--- src/sv/oss_pkg.sv ---
package oss_pkg;

	localparam int CAPACITY_DEF = 1024;

	localparam logic [1:0] OP_INSERT = 2'd0;
	localparam logic [1:0] OP_DELETE = 2'd1;
	localparam logic [1:0] OP_QUERY  = 2'd2;

	localparam logic [1:0] ST_DONE    = 2'd0;
	localparam logic [1:0] ST_IGNORED = 2'd1;
	localparam logic [1:0] ST_FULL    = 2'd2;
	localparam logic [1:0] ST_RANGE   = 2'd3;

	// read address sources of the store
	localparam logic [1:0] RD_MID   = 2'd0;
	localparam logic [1:0] RD_POS   = 2'd1;
	localparam logic [1:0] RD_RANK  = 2'd2;
	localparam logic [1:0] RD_SHIFT = 2'd3;

	typedef struct packed {
		logic       start;
		logic       rd_en;
		logic [1:0] rd_sel;
		logic       srch_upd;
		logic       shift_ins;
		logic       shift_del;
		logic       shift_step;
		logic       wr_final;
		logic       cnt_inc;
		logic       cnt_dec;
		logic       res_load;
		logic       out_load;
		logic [1:0] out_status;
	} cmd_t;

	typedef struct packed {
		logic srch_done;
		logic pos_lt_cnt;
		logic found;
		logic full;
		logic rank_bad;
		logic shift_more;
		logic out_free;
	} sts_t;

endpackage

--- src/sv/oss_ctrl.sv ---
module oss_ctrl
	import oss_pkg::*;
(
	input  logic       clk,
	input  logic       arst_n,
	input  logic       in_valid,
	input  logic [1:0] op,
	input  sts_t       sts,
	output cmd_t       cmd,
	output logic       in_stall
);

	localparam logic [3:0] S_IDLE     = 4'd0;
	localparam logic [3:0] S_SRCH_RD  = 4'd1;
	localparam logic [3:0] S_SRCH_CMP = 4'd2;
	localparam logic [3:0] S_FIND_RD  = 4'd3;
	localparam logic [3:0] S_FIND_CMP = 4'd4;
	localparam logic [3:0] S_SHIFT    = 4'd5;
	localparam logic [3:0] S_DRAIN    = 4'd6;
	localparam logic [3:0] S_FINAL    = 4'd7;
	localparam logic [3:0] S_Q_RD     = 4'd8;
	localparam logic [3:0] S_Q_LOAD   = 4'd9;
	localparam logic [3:0] S_DONE     = 4'd10;

	logic [3:0] state_q, state_d;
	logic [1:0] op_q, op_d;
	logic [1:0] st_q, st_d;

	assign in_stall = (state_q != S_IDLE);

	always_ff @(posedge clk or negedge arst_n) begin
		if (!arst_n) begin
			state_q <= S_IDLE;
			op_q    <= OP_INSERT;
			st_q    <= ST_DONE;
		end else begin
			state_q <= state_d;
			op_q    <= op_d;
			st_q    <= st_d;
		end
	end

	always_comb begin
		cmd     = '0;
		state_d = state_q;
		op_d    = op_q;
		st_d    = st_q;
		unique case (state_q)
			S_IDLE: begin
				if (in_valid) begin
					cmd.start = 1'b1;
					op_d      = op;
					if (op == OP_INSERT || op == OP_DELETE) begin
						state_d = S_SRCH_RD;
					end else if (op == OP_QUERY) begin
						state_d = S_Q_RD;
					end else begin
						st_d    = ST_IGNORED;
						state_d = S_DONE;
					end
				end
			end
			S_SRCH_RD: begin
				if (sts.srch_done) begin
					state_d = S_FIND_RD;
				end else begin
					cmd.rd_en  = 1'b1;
					cmd.rd_sel = RD_MID;
					state_d    = S_SRCH_CMP;
				end
			end
			S_SRCH_CMP: begin
				cmd.srch_upd = 1'b1;
				state_d      = S_SRCH_RD;
			end
			S_FIND_RD: begin
				cmd.rd_en  = sts.pos_lt_cnt;
				cmd.rd_sel = RD_POS;
				state_d    = S_FIND_CMP;
			end
			S_FIND_CMP: begin
				if (op_q == OP_INSERT) begin
					if (sts.found) begin
						st_d    = ST_IGNORED;
						state_d = S_DONE;
					end else if (sts.full) begin
						st_d    = ST_FULL;
						state_d = S_DONE;
					end else begin
						cmd.shift_ins = 1'b1;
						state_d       = S_SHIFT;
					end
				end else begin
					if (sts.found) begin
						cmd.shift_del = 1'b1;
						state_d       = S_SHIFT;
					end else begin
						st_d    = ST_IGNORED;
						state_d = S_DONE;
					end
				end
			end
			S_SHIFT: begin
				if (sts.shift_more) begin
					cmd.shift_step = 1'b1;
					cmd.rd_en      = 1'b1;
					cmd.rd_sel     = RD_SHIFT;
				end else begin
					state_d = S_DRAIN;
				end
			end
			S_DRAIN: begin
				// the last moved entry has been written back on entering this state
				st_d = ST_DONE;
				if (op_q == OP_INSERT) begin
					state_d = S_FINAL;
				end else begin
					cmd.cnt_dec = 1'b1;
					state_d     = S_DONE;
				end
			end
			S_FINAL: begin
				cmd.wr_final = 1'b1;
				cmd.cnt_inc  = 1'b1;
				state_d      = S_DONE;
			end
			S_Q_RD: begin
				if (sts.rank_bad) begin
					st_d    = ST_RANGE;
					state_d = S_DONE;
				end else begin
					cmd.rd_en  = 1'b1;
					cmd.rd_sel = RD_RANK;
					state_d    = S_Q_LOAD;
				end
			end
			S_Q_LOAD: begin
				cmd.res_load = 1'b1;
				st_d         = ST_DONE;
				state_d      = S_DONE;
			end
			S_DONE: begin
				// hold until the output slot is free
				if (sts.out_free) begin
					cmd.out_load   = 1'b1;
					cmd.out_status = st_q;
					state_d        = S_IDLE;
				end
			end
			default: begin
				state_d = S_IDLE;
			end
		endcase
	end

endmodule

--- config.mk ---
export PLATFORM = sky130hd
export DESIGN_NAME = oss_ctrl
export DESIGN_NICKNAME = d
export VERILOG_FILES = /design/src/sv/oss_pkg.sv /design/src/sv/oss_ctrl.sv
export SDC_FILE = /design/constraint.sdc
export NUM_CORES = 1
export LEC_CHECK = 0
export BUFFER_PORTS_ARGS = -buffer_cell sky130_fd_sc_hd__buf_2
export CAP_MARGIN = 40
export CORE_MARGIN = 1
export CORE_UTILIZATION = 43
export CTS_CLUSTER_DIAMETER = 30
export DETAILED_ROUTE_END_ITERATION = 7
export PLACE_DENSITY_LB_ADDON = 0.2
export SLEW_MARGIN = 10
export SYNTH_ARGS = -nofsm -noshare
export SYNTH_HDL_FRONTEND = slang
export SYNTH_SLANG_ARGS = --single-unit
--- constraint.sdc ---
create_clock -name clk -period 1.5 [get_ports clk]
set_input_delay 0 -clock clk [delete_from_list [all_inputs] [get_ports clk]]
set_output_delay 0 -clock clk [all_outputs]
set_load 0.02 [all_outputs]
After elaboration in Yosys (flattened, before gate mapping)
Cells that the tools add are included.

cells by class
  bitwise operators = 0
  equal/unequal tests = 20
  reduce and logical (&&, ||, !) cells = 11
  magnitude comparators = 0
  shifts and indexed selects = 0
  multipliers = 0
  add/subtract/negate cells = 0
  muxes and demuxes = 43
  divide/modulo/power cells = 0

operator list
  cell                count
  $pmux 4 s10         1
  $mux 4              9
  $mux 2              12
  $eq 4x3->1 const B  4
  $mux 3              5
  $mux 1              14
  $eq 4x4->1 const B  3
  $ne 2x2->1 const B  6
  $pmux 3 s4          1
  $eq 4x2->1 const B  2
  $pmux 2 s4          1
  $reduce_bool 4->1   2
  $reduce_and 7->1    1
  $eq 4x1->1 const B  1
  $logic_not 2->1     2
  $logic_not 4->1     1
  $ne 4x4->1 const B  1
  $reduce_or 2->1     2
  $ne 3x3->1 const B  1
  $reduce_and 3->1    1
  $eq 2x1->1 const B  1
  $eq 2x2->1 const B  1
  $reduce_and 2->1    1
  $logic_or 1x1->1    1

word-level totals
  ROM bits = 0
  output and inout port bits = 16
  word-level logic and storage cells = 77
  input bits = 12
  memories kept = 0
  latch bits = 0
  memory bits (writable) = 0
  register bits after elaboration = 8

Longest topological paths before layout
  word-level depth = 5
  gate-level depth with buffers = 7
  depth with buffers taken out = 5

Worst setup path before layout
Ideal clock, no wire load.

  path kind = register -> register
  from = register state_q[1]
  to = register st_q[1]
  slack = -0.169 ns
  arrival = 1.544 ns
  setup time = 0.125 ns
  cell stages (with the launch flop) = 7
  cells stage by stage = dfrtp_1 -> buf_6 -> nor2_4 -> nand2_1 -> nor3b_1 -> or3_4 -> mux2_4

on the way
  cells in the longest elaborated chain, start to end = 4
  elaborated cells on any way between the ends = 15

RTL lines
  item                                             line            text
  start: declaration                               oss_ctrl.sv:25  logic [3:0] state_q, state_d;
  start signal: assignment                         oss_ctrl.sv:37  state_q <= state_d;
  $eq 4x4->1 / $eq 4x3->1 (equally long branches)  oss_ctrl.sv:48  unique case (state_q)
  $reduce_or 2->1 (no source line)                 n/a
  $reduce_bool 4->1 (no source line)               n/a
  $reduce_and 7->1 (no source line)                n/a
  end signal: assignment                           oss_ctrl.sv:39  st_q <= st_d;
  end: declaration                                 oss_ctrl.sv:27  logic [1:0] st_q, st_d;

Several ways; a longest one is shown, not always the timed one.
A chain may end at the register's enable or synchronous reset.

Worst setup path after layout
  from = register op_q[1]
  to = register state_q[1]

on the way
  cells in the longest elaborated chain, start to end = 3

RTL lines
  item                      line            text
  start: declaration        oss_ctrl.sv:26  logic [1:0] op_q, op_d;
  start signal: assignment  oss_ctrl.sv:38  op_q <= op_d;
  $logic_not 2->1           oss_ctrl.sv:82  if (op_q == OP_INSERT) begin
  $mux 4                    oss_ctrl.sv:82
  $pmux 4 s10               oss_ctrl.sv:48

No other way between the ends.

==> reports/results.md <==
| Stage | Parameter | This run |
| --- | --- | --- |
| critical path | Worst r2r dst | state_q[1] |
| sta | Clock period minus final worst setup slack | 1730 ps |
| global routing | Largest net degree at the start of global routing | 10 |
| drt | Vias | 1,055 |
| power | Power density over the cells | 2250 nW/um2 |
| critical path | Arrival time of the worst setup path | 1870 ps |
| yosys | Flip-flop cell with the highest count after synthesis | sky130_fd_sc_hd__dfrtp_1 |
| floorplanning | Num ports | 28 |
| layout | N_diodes | 0 |
| flow run | Max-capacitance violation count | 0 |
| sta | Pins over their slew limit | 0 |
| yosys | Post-synthesis instance area | 749 um2 |
| min path | Class of the tightest hold or removal check | in2reg |
| place | Final estimated routing congestion in global placement | 0.963 |
| yosys | Count of state elements after synthesis | 8 |
| place | Dpl ws | -217 ps |
| min path | Depth of the worst hold-timing path | 2 |
| sta | Unrepaired setup endpoints after global routing | true |
| drt | Mean number of vias per cell | 6.17 |
| yosys | Number of enable flip-flop cells after synthesis | 0 |
| sta | Final Worst Setup Slack | -226 ps |
| critical path | Crit path kind | reg2reg |
| power | Maximum resistive drop on vdd | 1.60 mV |
| power | Leak Pwr | 0.000658 uW |
| sta | Max-slew headroom at the worst pin | 73.0% |
| floorplanning | X dimension of the die | 43.8 um |
| drt | Per-cell routed wire length | 18.1 um |
| clock network | Num CTS Buffers | 3 |
| sta | Final hold viol count | 0 |
| outcome | Violations in the final reports | design-rule violations, negative setup slack |
| yosys | Proportion of register bits with asynchronous set or reset after synthesis | 100% |
| critical path | Maximum fanout encountered on the critical timing path | 3 |
| place | Final HPWL from detailed placement | 1710 um |
| yosys | Post-synthesis sequential area ratio | 26.7% |
| drt | Post-route ant nets | 0 |
| floorplanning | Chip Height | 43.8 um |
| critical path | Required @ worst endpoint | 1640 ps |
| critical path | Worst reg-to-reg setup slack | -230 ps |
| global routing | Number of antenna violations at the first check in global routing | 0 |
| clock network | Root cell of the clock tree | sky130_fd_sc_hd__clkbuf_4 |
| clock network | Clock Path Buffers | 2 |
| floorplanning | Full die area | 1910 um2 |
| sta | Final critical-path share of the clock period | 115% |
| global routing | Total congestion overflow after global routing | 0 |
| global routing | Via count of the first global-routing pass | 959 |
| sta | Worst clock skew | 1.26 ps |
| critical path | Startpoint type of the worst setup path | register |
| global routing | Overall Global Routing Usage | 31.0% |
| clock network | Total number of H-tree levels | 1 |
| drt | DRC viols | 2 |
| critical path | Critical path origin | op_q[1] |
| layout | Synthesis-to-finish area growth | 81.1% |
| critical path | Worst R2R Start | op_q[1] |
| clock network | CTS tree | done |
| clock network | Worst-path clk slew | 50 ps |
| yosys | Total number of yosys warnings | 0 |
| yosys | Syn nets | 107 |
| floorplanning | Placement Rows | 14 |
| sta | Highest clock frequency the design can meet | 0.579 GHz |
| critical path | Worst setup path end | state_q[1] |
| sta | Actual slew at the worst max-slew pin | 403 ps |
| global routing | First-pass GRT wire length | 4400 um |
| clock network | Total clock sinks | 8 |
| outcome | Status | finished with violations |
| layout | Total number of nets in the final design | 169 |
| drt | Detailed router's first-iteration violation count | 42 |
| floorplanning | Core region area | 1560 um2 |
| sta | Final number of setup-violating endpoints | 15 |
| critical path | Number of cells on the worst reg-to-reg path | 7 |
| critical path | Kind of end point of the critical path | register |
| yosys | Average cell area after synthesis | 7.89 um2 |
| layout | Highest-count cells in the layout ignoring fill and taps | sky130_fd_sc_hd__buf_4, sky130_fd_sc_hd__buf_2, sky130_fd_sc_hd__buf_6 |
| drt | Total wire length after detailed routing | 3090 um |
| floorplanning | Initial Util | 48.1% |
| place | Number of buffers inserted by port buffering | 27 |
| yosys | Number of cells produced by synthesis | 95 |
| clock network | Source-to-sink clock delay at the later pin of the worst-skew pair | 260 ps |
| layout | End-of-flow core utilization | 87.1% |
| drt | Drt first pass iters | 6 |
| yosys | Number of different library cells in the post-synthesis netlist | 40 |
| layout | Share of cells above drive strength 1 | 66.5% |
| layout | Leading cell type in the layout, fill and taps excluded | sky130_fd_sc_hd__buf_4 |
## flip-flops by register name (all words and copies together), names as in the netlist
signal and count:
state_q 4, op_q 2, st_q 2
## kinds of logic after synthesis
| group | share of synthesized area, % |
|---|---|
| muxes | 6.34 |
| and+or+nand+nor | 32.7 |
| AOI/OAI and AO/OA | 25.7 |
| xor gates and xnor gates | 1.17 |
| DFF | 26.7 |
| buffers and inverters | 7.34 |
## area by class of cell
class	instances	area [um2]
repair buffers	64	472
multi-input cells	77	627
flip-flops and latches	8	204
fillers	73	201
clock buffers	3	22.5
inverters	3	12.5
well taps	16	20.0
## routing by layer
metal / vias to the layer above / routed length [um] / GRT usage [%]
met5: - / 0 / 0
li1: 472 / - / -
met4: 0 / 167 / 13.8
met3: 19 / 271 / 5.00
met1: 490 / 1200 / 37.8
met2: 74 / 1450 / 53.4
## worst min-delay path by stage
stage,from,endpoint,slack (ps)
floorplan,arst_n,op_q[0],-300
global placement,arst_n,state_q[0],-150
detailed placement,arst_n,state_q[1],-150
CTS,op[0],op_q[0],10
global route,op[0],op_q[0],50
finish,op[0],op_q[0],30
## metrics by stage
| stage | hold slack, ps | instances | instance area, um2 | setup TNS, ps | total power [uW] |
|---|---|---|---|---|---|
| global placement | -148 | 151 | 1030 | -477 | 2060 |
| global route | 45.1 | 171 | 1360 | -2320 | 3210 |
| finish | 28.7 | 171 | 1360 | -1360 | 3060 |
| detailed placement | -147 | 151 | 1030 | -655 | 2090 |
| floorplan | -296 | 95 | 763 | -128 | 1520 |
| CTS | 13.0 | 164 | 1210 | -1020 | 2640 |
## synthesized netlist by cell type (3+ instances only)
cell type,instances,area (um2)
sky130_fd_sc_hd__nand2_1,5,18.8
sky130_fd_sc_hd__and3_1,3,18.8
sky130_fd_sc_hd__nor3_1,5,25.0
sky130_fd_sc_hd__nand2b_1,5,31.3
sky130_fd_sc_hd__a21oi_1,6,30.0
sky130_fd_sc_hd__clkbuf_1,3,11.3
sky130_fd_sc_hd__o31a_1,3,26.3
sky130_fd_sc_hd__o21ai_0,3,15.0
sky130_fd_sc_hd__nor2_1,13,48.8
sky130_fd_sc_hd__dfrtp_1,8,200
## where the power goes
part,internal (uW),switching (uW)
combinational,1220,1190
clock,92.0,79.5
sequential,328,150
total,1640,1420
## worst max-delay path, cell delays in order (launching register included)
cell                       delay, ps
sky130_fd_sc_hd__dfrtp_1         420
sky130_fd_sc_hd__nor3_2          350
sky130_fd_sc_hd__a21boi_4        120
sky130_fd_sc_hd__buf_4           150
sky130_fd_sc_hd__buf_4           120
sky130_fd_sc_hd__nand2_1          60
sky130_fd_sc_hd__a21oi_1          90
sky130_fd_sc_hd__o31a_1          300
## repair_timing
item,CTS,global route
resized for setup,23,25
hold buffers,1,0
endpoints found under the setup margin,18,20
pin swaps,5,5
endpoints found under the hold margin,8,0
setup buffers,10,7
gates cloned,0,0
No activity file was read; power rests on OpenSTA's default activity.
